--- src/rtl/wat_pkg.sv ---
// Shared types, codes and widths for the write acknowledge timeout tracker.
// No dependencies; every other file imports this package.
package wat_pkg;

    localparam int unsigned CmdW      = 2;
    localparam int unsigned TimeW     = 64;
    localparam int unsigned TimeoutW  = 32;
    localparam int unsigned ValueW    = 64;
    localparam int unsigned SideW     = 2;
    localparam int unsigned LevelW    = 3;
    localparam int unsigned RevW      = 32;
    localparam int unsigned PhaseW    = 3;
    localparam int unsigned DiagW     = 5;
    localparam int unsigned CfgIdxW   = 2;
    localparam int unsigned CfgDataW  = 32;

    // commands
    localparam logic [CmdW-1:0] CMD_PLAN     = 2'd0;
    localparam logic [CmdW-1:0] CMD_DISPATCH = 2'd1;
    localparam logic [CmdW-1:0] CMD_ACK      = 2'd2;
    localparam logic [CmdW-1:0] CMD_EXPIRE   = 2'd3;

    // sides
    localparam logic [SideW-1:0] SIDE_HARDWARE = 2'd0;
    localparam logic [SideW-1:0] SIDE_DAW      = 2'd1;

    // configuration register indexes
    localparam logic [CfgIdxW-1:0] REG_OBSERVED_LEVEL  = 2'd0;
    localparam logic [CfgIdxW-1:0] REG_QUALIFIED_LEVEL = 2'd1;
    localparam logic [CfgIdxW-1:0] REG_MAX_TIMEOUT     = 2'd2;

    localparam logic [LevelW-1:0]   OBSERVED_LEVEL_RST  = 3'd1;
    localparam logic [LevelW-1:0]   QUALIFIED_LEVEL_RST = 3'd2;
    localparam logic [TimeoutW-1:0] MAX_TIMEOUT_RST     = 32'd60000000;

    // phase codes as seen on the result port
    localparam logic [PhaseW-1:0] PCODE_BLOCKED    = 3'd0;
    localparam logic [PhaseW-1:0] PCODE_PLANNED    = 3'd1;
    localparam logic [PhaseW-1:0] PCODE_DISPATCHED = 3'd2;
    localparam logic [PhaseW-1:0] PCODE_ACKED      = 3'd3;
    localparam logic [PhaseW-1:0] PCODE_TIMED_OUT  = 3'd4;
    localparam logic [PhaseW-1:0] PCODE_CONFLICT   = 3'd5;

    // diagnostic codes
    localparam logic [DiagW-1:0] DIAG_NONE            = 5'd0;
    localparam logic [DiagW-1:0] DIAG_INCOMPLETE      = 5'd1;
    localparam logic [DiagW-1:0] DIAG_READ_ONLY       = 5'd2;
    localparam logic [DiagW-1:0] DIAG_UNQUALIFIED     = 5'd3;
    localparam logic [DiagW-1:0] DIAG_BAD_TIMEOUT     = 5'd4;
    localparam logic [DiagW-1:0] DIAG_DEADLINE_OVF    = 5'd5;
    localparam logic [DiagW-1:0] DIAG_PLANNED         = 5'd6;
    localparam logic [DiagW-1:0] DIAG_REV_CHANGED     = 5'd7;
    localparam logic [DiagW-1:0] DIAG_EXPIRED_EARLY   = 5'd8;
    localparam logic [DiagW-1:0] DIAG_WRONG_ORIGIN    = 5'd9;
    localparam logic [DiagW-1:0] DIAG_UNOBSERVED      = 5'd10;
    localparam logic [DiagW-1:0] DIAG_PREDATES        = 5'd11;
    localparam logic [DiagW-1:0] DIAG_AFTER_DEADLINE  = 5'd12;
    localparam logic [DiagW-1:0] DIAG_STALE_REV       = 5'd13;
    localparam logic [DiagW-1:0] DIAG_VALUE_MISMATCH  = 5'd14;
    localparam logic [DiagW-1:0] DIAG_ACKED           = 5'd15;
    localparam logic [DiagW-1:0] DIAG_ACK_TIMEOUT     = 5'd16;

    typedef enum logic [5:0] {
        PH_BLOCKED    = 6'b000001,
        PH_PLANNED    = 6'b000010,
        PH_DISPATCHED = 6'b000100,
        PH_ACKED      = 6'b001000,
        PH_TIMED_OUT  = 6'b010000,
        PH_CONFLICT   = 6'b100000
    } phase_t;

    typedef struct packed {
        logic [CmdW-1:0]     command;
        logic [TimeW-1:0]    time_us;
        logic [TimeoutW-1:0] timeout_us;
        logic [ValueW-1:0]   value;
        logic [SideW-1:0]    side;
        logic [LevelW-1:0]   evidence_level;
        logic [RevW-1:0]     session_rev;
        logic [RevW-1:0]     hardware_rev;
        logic [RevW-1:0]     daw_rev;
        logic                writable;
        logic                fields_complete;
    } item_t;

    typedef struct packed {
        logic [LevelW-1:0]   observed_level;
        logic [LevelW-1:0]   qualified_level;
        logic [TimeoutW-1:0] max_timeout;
    } cfg_t;

    typedef struct packed {
        logic               accepted;
        logic [PhaseW-1:0]  phase;
        logic [DiagW-1:0]   diag_code;
    } result_t;

    function automatic logic [PhaseW-1:0] phase_code(input phase_t p);
        logic [PhaseW-1:0] c;
        unique case (p)
            PH_BLOCKED:    c = PCODE_BLOCKED;
            PH_PLANNED:    c = PCODE_PLANNED;
            PH_DISPATCHED: c = PCODE_DISPATCHED;
            PH_ACKED:      c = PCODE_ACKED;
            PH_TIMED_OUT:  c = PCODE_TIMED_OUT;
            PH_CONFLICT:   c = PCODE_CONFLICT;
            default:       c = PCODE_BLOCKED;
        endcase
        return c;
    endfunction

endpackage

--- src/rtl/wat_cfg_regs.sv ---
// Configuration registers: evidence thresholds and the timeout limit.
// Depends on wat_pkg.
module wat_cfg_regs (
    input  logic                         clk,
    input  logic                         rst_n,
    input  logic                         cfg_valid,
    output logic                         cfg_ready,
    input  logic [wat_pkg::CfgIdxW-1:0]  cfg_index,
    input  logic [wat_pkg::CfgDataW-1:0] cfg_data,
    output wat_pkg::cfg_t                cfg
);
    import wat_pkg::*;

    cfg_t cfg_reg;
    cfg_t cfg_next;

    assign cfg_ready = 1'b1;
    assign cfg       = cfg_reg;

    always_comb
    begin
        cfg_next = cfg_reg;
        if (cfg_valid)
        begin
            unique case (cfg_index)
                REG_OBSERVED_LEVEL:  cfg_next.observed_level  = cfg_data[LevelW-1:0];
                REG_QUALIFIED_LEVEL: cfg_next.qualified_level = cfg_data[LevelW-1:0];
                REG_MAX_TIMEOUT:     cfg_next.max_timeout     = cfg_data[TimeoutW-1:0];
                default:             cfg_next = cfg_reg;
            endcase
        end
    end

    always_ff @(posedge clk or negedge rst_n)
    begin
        if (!rst_n)
        begin
            cfg_reg.observed_level  <= OBSERVED_LEVEL_RST;
            cfg_reg.qualified_level <= QUALIFIED_LEVEL_RST;
            cfg_reg.max_timeout     <= MAX_TIMEOUT_RST;
        end
        else
        begin
            cfg_reg <= cfg_next;
        end
    end

endmodule

--- src/rtl/wat_in_stage.sv ---
// Input register for one command item; holds it until the tracker takes it.
// Depends on wat_pkg.
module wat_in_stage (
    input  logic           clk,
    input  logic           rst_n,
    input  logic           item_valid,
    output logic           item_stall,
    input  wat_pkg::item_t item_in,
    input  logic           advance,
    output logic           held_valid,
    output wat_pkg::item_t held_item
);
    import wat_pkg::*;

    logic  valid_reg;
    logic  valid_next;
    item_t item_reg;
    logic  load;

    assign item_stall = valid_reg & ~advance;
    assign load       = item_valid & ~item_stall;
    assign valid_next = load | (valid_reg & ~advance);
    assign held_valid = valid_reg;
    assign held_item  = item_reg;

    always_ff @(posedge clk or negedge rst_n)
    begin
        if (!rst_n)
        begin
            valid_reg <= 1'b0;
        end
        else
        begin
            valid_reg <= valid_next;
        end
    end

    always_ff @(posedge clk)
    begin
        if (load)
        begin
            item_reg <= item_in;
        end
    end

endmodule

--- src/rtl/wat_tracker.sv ---
// Write tracking state, command checks and the result register.
// Depends on wat_pkg.
module wat_tracker (
    input  logic             clk,
    input  logic             rst_n,
    input  logic             held_valid,
    input  wat_pkg::item_t   item,
    input  wat_pkg::cfg_t    cfg,
    output logic             advance,
    output logic             result_valid,
    input  logic             result_stall,
    output wat_pkg::result_t result
);
    import wat_pkg::*;

    phase_t              phase_reg, phase_next;
    logic                daw_reg, daw_next;
    logic [ValueW-1:0]   wanted_reg, wanted_next;
    logic [RevW-1:0]     exp_srev_reg, exp_srev_next;
    logic [RevW-1:0]     exp_hrev_reg, exp_hrev_next;
    logic [RevW-1:0]     exp_drev_reg, exp_drev_next;
    logic [TimeW-1:0]    created_reg, created_next;
    logic [TimeW-1:0]    deadline_reg, deadline_next;
    logic [TimeW-1:0]    dispatch_reg, dispatch_next;

    logic                out_valid_reg, out_valid_next;
    result_t             out_reg, out_next;

    logic [TimeW:0]      deadline_sum;
    logic                rev_match;
    logic                rev_current;
    logic [SideW-1:0]    expected_origin;
    logic                ok;
    logic [DiagW-1:0]    diag;

    assign advance      = held_valid & (~out_valid_reg | ~result_stall);
    assign result_valid = out_valid_reg;
    assign result       = out_reg;

    // carry out of the sum flags a deadline that does not fit in 64 bits
    assign deadline_sum = {1'b0, item.time_us} + {{(TimeW + 1 - TimeoutW){1'b0}}, item.timeout_us};
    assign rev_match    = (item.session_rev == exp_srev_reg)
                        & (item.hardware_rev == exp_hrev_reg)
                        & (item.daw_rev == exp_drev_reg);
    assign rev_current  = (item.session_rev >= exp_srev_reg)
                        & (daw_reg ? (item.daw_rev >= exp_drev_reg)
                                   : (item.hardware_rev >= exp_hrev_reg));
    assign expected_origin = daw_reg ? SIDE_DAW : SIDE_HARDWARE;

    always_comb
    begin
        phase_next    = phase_reg;
        daw_next      = daw_reg;
        wanted_next   = wanted_reg;
        exp_srev_next = exp_srev_reg;
        exp_hrev_next = exp_hrev_reg;
        exp_drev_next = exp_drev_reg;
        created_next  = created_reg;
        deadline_next = deadline_reg;
        dispatch_next = dispatch_reg;
        ok            = 1'b0;
        diag          = DIAG_NONE;

        case (item.command)
            CMD_PLAN:
            begin
                daw_next      = (item.side == SIDE_DAW);
                wanted_next   = item.value;
                exp_srev_next = item.session_rev;
                exp_hrev_next = item.hardware_rev;
                exp_drev_next = item.daw_rev;
                created_next  = item.time_us;
                deadline_next = '0;
                dispatch_next = '0;
                phase_next    = PH_BLOCKED;
                if (!item.fields_complete)
                    diag = DIAG_INCOMPLETE;
                else if (!item.writable)
                    diag = DIAG_READ_ONLY;
                else if (item.evidence_level < cfg.qualified_level)
                    diag = DIAG_UNQUALIFIED;
                else if ((item.timeout_us == '0) || (item.timeout_us > cfg.max_timeout))
                    diag = DIAG_BAD_TIMEOUT;
                else if (deadline_sum[TimeW])
                    diag = DIAG_DEADLINE_OVF;
                else
                begin
                    phase_next    = PH_PLANNED;
                    deadline_next = deadline_sum[TimeW-1:0];
                    ok            = 1'b1;
                    diag          = DIAG_PLANNED;
                end
            end
            CMD_DISPATCH:
            begin
                if (phase_reg == PH_PLANNED)
                begin
                    if (!rev_match)
                    begin
                        phase_next = PH_CONFLICT;
                        diag       = DIAG_REV_CHANGED;
                    end
                    else if ((item.time_us < created_reg) || (item.time_us >= deadline_reg))
                    begin
                        phase_next = PH_TIMED_OUT;
                        diag       = DIAG_EXPIRED_EARLY;
                    end
                    else
                    begin
                        phase_next    = PH_DISPATCHED;
                        dispatch_next = item.time_us;
                        ok            = 1'b1;
                    end
                end
            end
            CMD_ACK:
            begin
                if (phase_reg == PH_DISPATCHED)
                begin
                    if (item.side != expected_origin)
                        diag = DIAG_WRONG_ORIGIN;
                    else if (item.evidence_level < cfg.observed_level)
                        diag = DIAG_UNOBSERVED;
                    else if (item.time_us < dispatch_reg)
                        diag = DIAG_PREDATES;
                    else if (item.time_us >= deadline_reg)
                    begin
                        phase_next = PH_TIMED_OUT;
                        diag       = DIAG_AFTER_DEADLINE;
                    end
                    else if (!rev_current)
                    begin
                        phase_next = PH_CONFLICT;
                        diag       = DIAG_STALE_REV;
                    end
                    else if (item.value != wanted_reg)
                    begin
                        phase_next = PH_CONFLICT;
                        diag       = DIAG_VALUE_MISMATCH;
                    end
                    else
                    begin
                        phase_next = PH_ACKED;
                        ok         = 1'b1;
                        diag       = DIAG_ACKED;
                    end
                end
            end
            default:
            begin
                if (((phase_reg == PH_PLANNED) || (phase_reg == PH_DISPATCHED))
                    && (item.time_us >= deadline_reg))
                begin
                    phase_next = PH_TIMED_OUT;
                    ok         = 1'b1;
                    diag       = DIAG_ACK_TIMEOUT;
                end
            end
        endcase
    end

    always_comb
    begin
        out_valid_next = out_valid_reg & result_stall;
        out_next       = out_reg;
        if (advance)
        begin
            out_valid_next     = 1'b1;
            out_next.accepted  = ok;
            out_next.phase     = phase_code(phase_next);
            out_next.diag_code = diag;
        end
    end

    always_ff @(posedge clk or negedge rst_n)
    begin
        if (!rst_n)
        begin
            phase_reg     <= PH_BLOCKED;
            daw_reg       <= 1'b0;
            wanted_reg    <= '0;
            exp_srev_reg  <= '0;
            exp_hrev_reg  <= '0;
            exp_drev_reg  <= '0;
            created_reg   <= '0;
            deadline_reg  <= '0;
            dispatch_reg  <= '0;
            out_valid_reg <= 1'b0;
        end
        else
        begin
            if (advance)
            begin
                phase_reg    <= phase_next;
                daw_reg      <= daw_next;
                wanted_reg   <= wanted_next;
                exp_srev_reg <= exp_srev_next;
                exp_hrev_reg <= exp_hrev_next;
                exp_drev_reg <= exp_drev_next;
                created_reg  <= created_next;
                deadline_reg <= deadline_next;
                dispatch_reg <= dispatch_next;
            end
            out_valid_reg <= out_valid_next;
        end
    end

    always_ff @(posedge clk)
    begin
        out_reg <= out_next;
    end

`ifndef SYNTHESIS
    // the reported phase is the phase the tracker moved to
    a_phase_tracks: assert property (@(posedge clk) disable iff (!rst_n)
        advance |=> (out_reg.phase == phase_code(phase_reg)))
        else $error("result phase differs from tracked phase");

    // a dispatch outside the planned phase leaves the phase alone
    a_dispatch_idle: assert property (@(posedge clk) disable iff (!rst_n)
        (advance && (item.command == CMD_DISPATCH) && (phase_reg != PH_PLANNED))
        |=> (phase_reg == $past(phase_reg)))
        else $error("dispatch outside planned phase changed the phase");

    // accepted results carry only success codes
    a_accept_codes: assert property (@(posedge clk) disable iff (!rst_n)
        (out_valid_reg && out_reg.accepted) |->
        ((out_reg.diag_code == DIAG_NONE) || (out_reg.diag_code == DIAG_PLANNED)
         || (out_reg.diag_code == DIAG_ACKED) || (out_reg.diag_code == DIAG_ACK_TIMEOUT)))
        else $error("accepted result with a failure code");

    // a stalled result is never overwritten
    a_no_overrun: assert property (@(posedge clk) disable iff (!rst_n)
        (out_valid_reg && result_stall) |-> !advance)
        else $error("tracker advanced over a stalled result");
`endif

endmodule

--- src/rtl/write_ack_timeout_tracker.sv ---
// Top level of the write acknowledge timeout tracker.
// Depends on wat_pkg, wat_cfg_regs, wat_in_stage and wat_tracker.
//
//  channel   direction  handshake             payload
//  item      in         item_valid/item_stall command .. fields_complete
//  result    out        result_valid/stall    accepted, phase, diag_code
//  cfg       in         cfg_valid/cfg_ready   cfg_index, cfg_data
//
// One command per cycle sustained while the result is not stalled. After its
// transfer in, a command passes the input register, then checks and state update
// into the result register. The single 64-bit deadline add and compare set the clock path.
// Reset clears valids, the tracked phase (blocked) and the state to zero.
// A stalled result holds the tracker; the input register then holds one more.
module write_ack_timeout_tracker (
    input  logic                          clk,
    input  logic                          rst_n,

    input  logic                          item_valid,
    output logic                          item_stall,
    input  logic [wat_pkg::CmdW-1:0]      command,
    input  logic [wat_pkg::TimeW-1:0]     time_us,
    input  logic [wat_pkg::TimeoutW-1:0]  timeout_us,
    input  logic [wat_pkg::ValueW-1:0]    value,
    input  logic [wat_pkg::SideW-1:0]     side,
    input  logic [wat_pkg::LevelW-1:0]    evidence_level,
    input  logic [wat_pkg::RevW-1:0]      session_rev,
    input  logic [wat_pkg::RevW-1:0]      hardware_rev,
    input  logic [wat_pkg::RevW-1:0]      daw_rev,
    input  logic                          writable,
    input  logic                          fields_complete,

    output logic                          result_valid,
    input  logic                          result_stall,
    output logic                          accepted,
    output logic [wat_pkg::PhaseW-1:0]    phase,
    output logic [wat_pkg::DiagW-1:0]     diag_code,

    input  logic                          cfg_valid,
    output logic                          cfg_ready,
    input  logic [wat_pkg::CfgIdxW-1:0]   cfg_index,
    input  logic [wat_pkg::CfgDataW-1:0]  cfg_data
);
    import wat_pkg::*;

    item_t   item_in;
    item_t   held_item;
    logic    held_valid;
    logic    advance;
    cfg_t    cfg;
    result_t result;

    assign item_in.command         = command;
    assign item_in.time_us         = time_us;
    assign item_in.timeout_us      = timeout_us;
    assign item_in.value           = value;
    assign item_in.side            = side;
    assign item_in.evidence_level  = evidence_level;
    assign item_in.session_rev     = session_rev;
    assign item_in.hardware_rev    = hardware_rev;
    assign item_in.daw_rev         = daw_rev;
    assign item_in.writable        = writable;
    assign item_in.fields_complete = fields_complete;

    assign accepted  = result.accepted;
    assign phase     = result.phase;
    assign diag_code = result.diag_code;

    wat_cfg_regs u_cfg (
        .clk       (clk),
        .rst_n     (rst_n),
        .cfg_valid (cfg_valid),
        .cfg_ready (cfg_ready),
        .cfg_index (cfg_index),
        .cfg_data  (cfg_data),
        .cfg       (cfg)
    );

    wat_in_stage u_in (
        .clk        (clk),
        .rst_n      (rst_n),
        .item_valid (item_valid),
        .item_stall (item_stall),
        .item_in    (item_in),
        .advance    (advance),
        .held_valid (held_valid),
        .held_item  (held_item)
    );

    wat_tracker u_trk (
        .clk          (clk),
        .rst_n        (rst_n),
        .held_valid   (held_valid),
        .item         (held_item),
        .cfg          (cfg),
        .advance      (advance),
        .result_valid (result_valid),
        .result_stall (result_stall),
        .result       (result)
    );

endmodule

--- config.mk ---
export PLATFORM = sky130hd
export DESIGN_NAME = write_ack_timeout_tracker
export DESIGN_NICKNAME = d
export VERILOG_FILES = /design/src/rtl/wat_pkg.sv /design/src/rtl/wat_cfg_regs.sv /design/src/rtl/wat_in_stage.sv /design/src/rtl/wat_tracker.sv /design/src/rtl/write_ack_timeout_tracker.sv
export SDC_FILE = /design/constraint.sdc
export NUM_CORES = 2
export LEC_CHECK = 0
export BUFFER_PORTS_ARGS = -buffer_cell sky130_fd_sc_hd__clkbuf_2
export CAP_MARGIN = 25
export CORE_MARGIN = 2
export CORE_UTILIZATION = 45
export CTS_CLUSTER_DIAMETER = 120
export DETAILED_ROUTE_END_ITERATION = 8
export PLACE_DENSITY = 0.72
export SLEW_MARGIN = 25
export SYNTH_ARGS = -nofsm -noshare
export SYNTH_HDL_FRONTEND = slang
export SYNTH_SLANG_ARGS = --single-unit
--- constraint.sdc ---
create_clock -name clk -period 8.1 [get_ports clk]
set_input_delay 1.215 -clock clk [delete_from_list [all_inputs] [get_ports clk]]
set_output_delay 1.215 -clock clk [all_outputs]
set_load 0.01 [all_outputs]
==> results.txt <==
Starting Density = 0.456
Clock power frac = 0.364
crit-path max cell delay = 920 ps
CP Capture Type = flop
Final period util = 0.647
cts bufs inserted = 77
Routed Antenna Nets = 0
clock root buffer master = clkbuf_16
final slew viol count = 0
Seq cells post-synth = 673
Placer Congestion = 0.857
top cells by area, synth = dfrtp_1 (28%), edfxtp_1 (24%), ha_1 (13%), mux2_2 (8.3%), inv_1 (3.8%)
layout cells sized above 1 = 0.223
sequential share of the synthesized area = 0.525
worst skew pair latency = 660 ps
Least-Margin Pin Slew = 1070 ps
fin nets = 3922
port buffer count = 314
CP Class = flop to flop
startpoint types = flop
post-CTS setup buffers = 0
Post-CTS Resized = 0
clock-pin slew on the worst setup and hold paths = 60 ps
grt total ovfl = 0
switch share = 0.281
CTS tree = built
Compound-Gate Fraction of Synth Area = 0.0828
final hold viol count = 0
Flop pwr share = 0.442
syn_area_per_cell = 11.9 um2
share of the synthesized area in the top cell type = 0.278
Synth Area in XOR/XNOR = 0.0318
Ports = 316
max_slew headroom = 0.288
Synth-to-Final Area Change = 15.6%
largest area contributor in the netlist = dfrtp_1
Std-Cell Rows = 101
antenna violations before repair = 11
Max VDD drop = 0.244 mV
Leakage = 17.8 nW
core area = 0.0761 mm2
hold buffers post-CTS = 0
Synth Area in Adders = 0.128
largest net degree at the start of global routing = 172
post-synthesis mux area share = 0.102
ys flop type = dfrtp_1
Arr. time, crit path = 5790 ps
Post-Route WL = 79200 um
CP required = 8650 ps
routed wire length per instance = 18.1 um
Mapped Nets = 3582
die area = 0.0793 mm2
vias in the first global route = 23075
Worst path top cell family by delay = compound AO/OA/AOI/OAI gates
DRC = 0
Post-synth EDFFs = 274
switching power = 2.80 mW
clock skew = 55.7 ps
outcome = finished clean
Synth Instances = 2923
RSZ-0062 raised after global routing = no
HP Class = flop to flop
global-route wire length before repair = 125000 um
CP Buf/Inv Count = 1
async set or reset register ratio after synthesis = 0.593
fillcell total = 6580
Util after Layout = 0.527
Die Ht = 282 um
Peak Freq = 191 MHz
Max Cap Viol = 0
crit path time final = 5240 ps
Largest register FFs = 265
logic gate share of total power = 0.194
count of final setup violators = 0
initial DRC count = 1295
YS warnings = 0
synth unique cells = 82
mapped cell area = 0.0347 mm2
worst-path fanout max = 55
main combinational cell family by area after synthesis = adder cells
drt pass-1 iters = 8
clk buf depth = 3
Clock Sinks = 673
Internal = 7.17 mW
Post-Synth Simple-Gate Area = 0.0819
routed vias/inst = 5.26
worst path cell trace = ha_1, a21oi_1, o211ai_1, a221oi_2, o211ai_1, a221oi_2, and2_4, o21ai_2, or3b_1, a211oi_4, buf_4, mux2i_1
Die X = 282 um
Via Count = 22946
GR Util All Layers = 0.201
htree depth = 3
DP HPWL = 55600 um
power density cells = 249 mW/mm2
slowest CP cell = buf_4
setup_tns = 0 ps
worst reg2reg max path: cells and delay by family (launching register included):
kind / cells / cell delay (ps)
buffers and inverters: 1 / 920
AND/OR/NAND/NOR: 2 / 700
AO/OA/AOI/OAI: 7 / 2320
adder cells (fa/ha/maj): 1 / 350
multiplexers: 1 / 360
flip-flops: 1 / 500
area by class of cell:
type                    instances  area, um2  share of cell area
flip-flops and latches        673      18200               0.454
multi-input cells            1835      14800               0.370
clock buffers                 100       2090              0.0522
repair buffers                328       1750              0.0436
inverters                     348       1310              0.0326
well taps                    1030       1290              0.0321
clock inverters                44        601              0.0150
diodes                          7       17.5            0.000437
metrics by stage:
| stage | instance area [um2] | instances | hold WS [ps] | total power, mW | worst slack [ps] |
|---|---|---|---|---|---|
| floorplan | 34700 | 2923 | 449 | 5.82 | 101 |
| detailed placement | 37400 | 4213 | 469 | 6.40 | 2850 |
| CTS | 40100 | 4357 | 464 | 10.1 | 2800 |
| global placement | 37400 | 4213 | 462 | 6.32 | 2900 |
| global route | 40100 | 4365 | 472 | 10.6 | 2640 |
| finish | 40100 | 4365 | 466 | 9.98 | 2860 |
routing by layer:
layer | wire length, um | GRT usage | vias up
met5 | 55 | 0 | -
met4 | 2130 | 0.0700 | 8
met3 | 4340 | 0.0418 | 126
met2 | 38000 | 0.330 | 488
met1 | 34600 | 0.264 | 11188
li1 | - | - | 11136
path summary, 6_finish.rpt:
kind	start	end	slack, ps	cells past startpoint
max	u_in.held_item[214]$_DFFE_PP_	u_trk.dispatch_reg[21]$_DFFE_PN0P_	2860	12
min	u_in.held_valid$_DFF_PN0_	u_trk.result_valid$_DFF_PN0_	470	1
max reg2reg	u_in.held_item[214]$_DFFE_PP_	u_trk.dispatch_reg[21]$_DFFE_PN0P_	2860	12
min reg2reg	u_in.held_valid$_DFF_PN0_	u_trk.result_valid$_DFF_PN0_	470	1
max in group asynchronous	rst_n	u_cfg.cfg[7]$_DFFE_PN0P_	5880	2
min in group asynchronous	rst_n	u_trk.created_reg[41]$_DFFE_PN0P_	660	1
kinds of logic after synthesis:
group           Yosys count
compound gates          459
xor+xnor                126
fa+ha+maj               355
buf+inv                 415
flops                   673
mux                     320
other cells               1
simple gates            574
synth_stat cells, drive strengths merged (17+ instances only):
cell type and number:
edfxtp 274, mux2i 65, ha 354, inv 348, and3 18, xnor2 26, nand2b 29, dfrtp 386
nor3 26, nor2 61, xor2 100, a21o 53, nand4 69, nor4 37, nand3 58, a211oi 17
mux2 255, nand2 225, a21oi 142, clkbuf 54, o21ai 138
power by group through the flow:
stage	combinational [mW]	clock, mW	sequential [mW]
3_5_place_dp	1.93	0	4.47
2_1_floorplan	1.43	0	4.40
5_1_grt	2.23	3.87	4.47
6_report	1.93	3.64	4.41
3_3_place_gp	1.88	0	4.44
4_1_cts	1.96	3.73	4.41
placed cells by master (no fill, tap or decap), drive strengths merged, types with 8 or more instances in the layout:
cell,netlist,final
o31ai,8,8
o211ai,12,12
bufinv,0,9
xor2,100,100
nand2,225,225
buf,13,15
mux2i,65,65
o2111ai,10,10
clkinv,0,29
nand4,69,69
a211oi,17,17
xnor2,26,26
clkbuf,54,413
nand3,58,58
dfrtp,386,386
nand2b,29,29
o21a,11,11
edfxtp,274,274
nor4,37,37
a21o,53,53
a21oi,142,142
dfstp,13,13
ha,354,354
nor2b,12,12
nor2,61,61
a221oi,9,9
inv,348,351
and3,18,18
nor3,26,26
o21ai,138,138
mux2,255,255
Note: power is estimated with default switching activity, not from simulation.
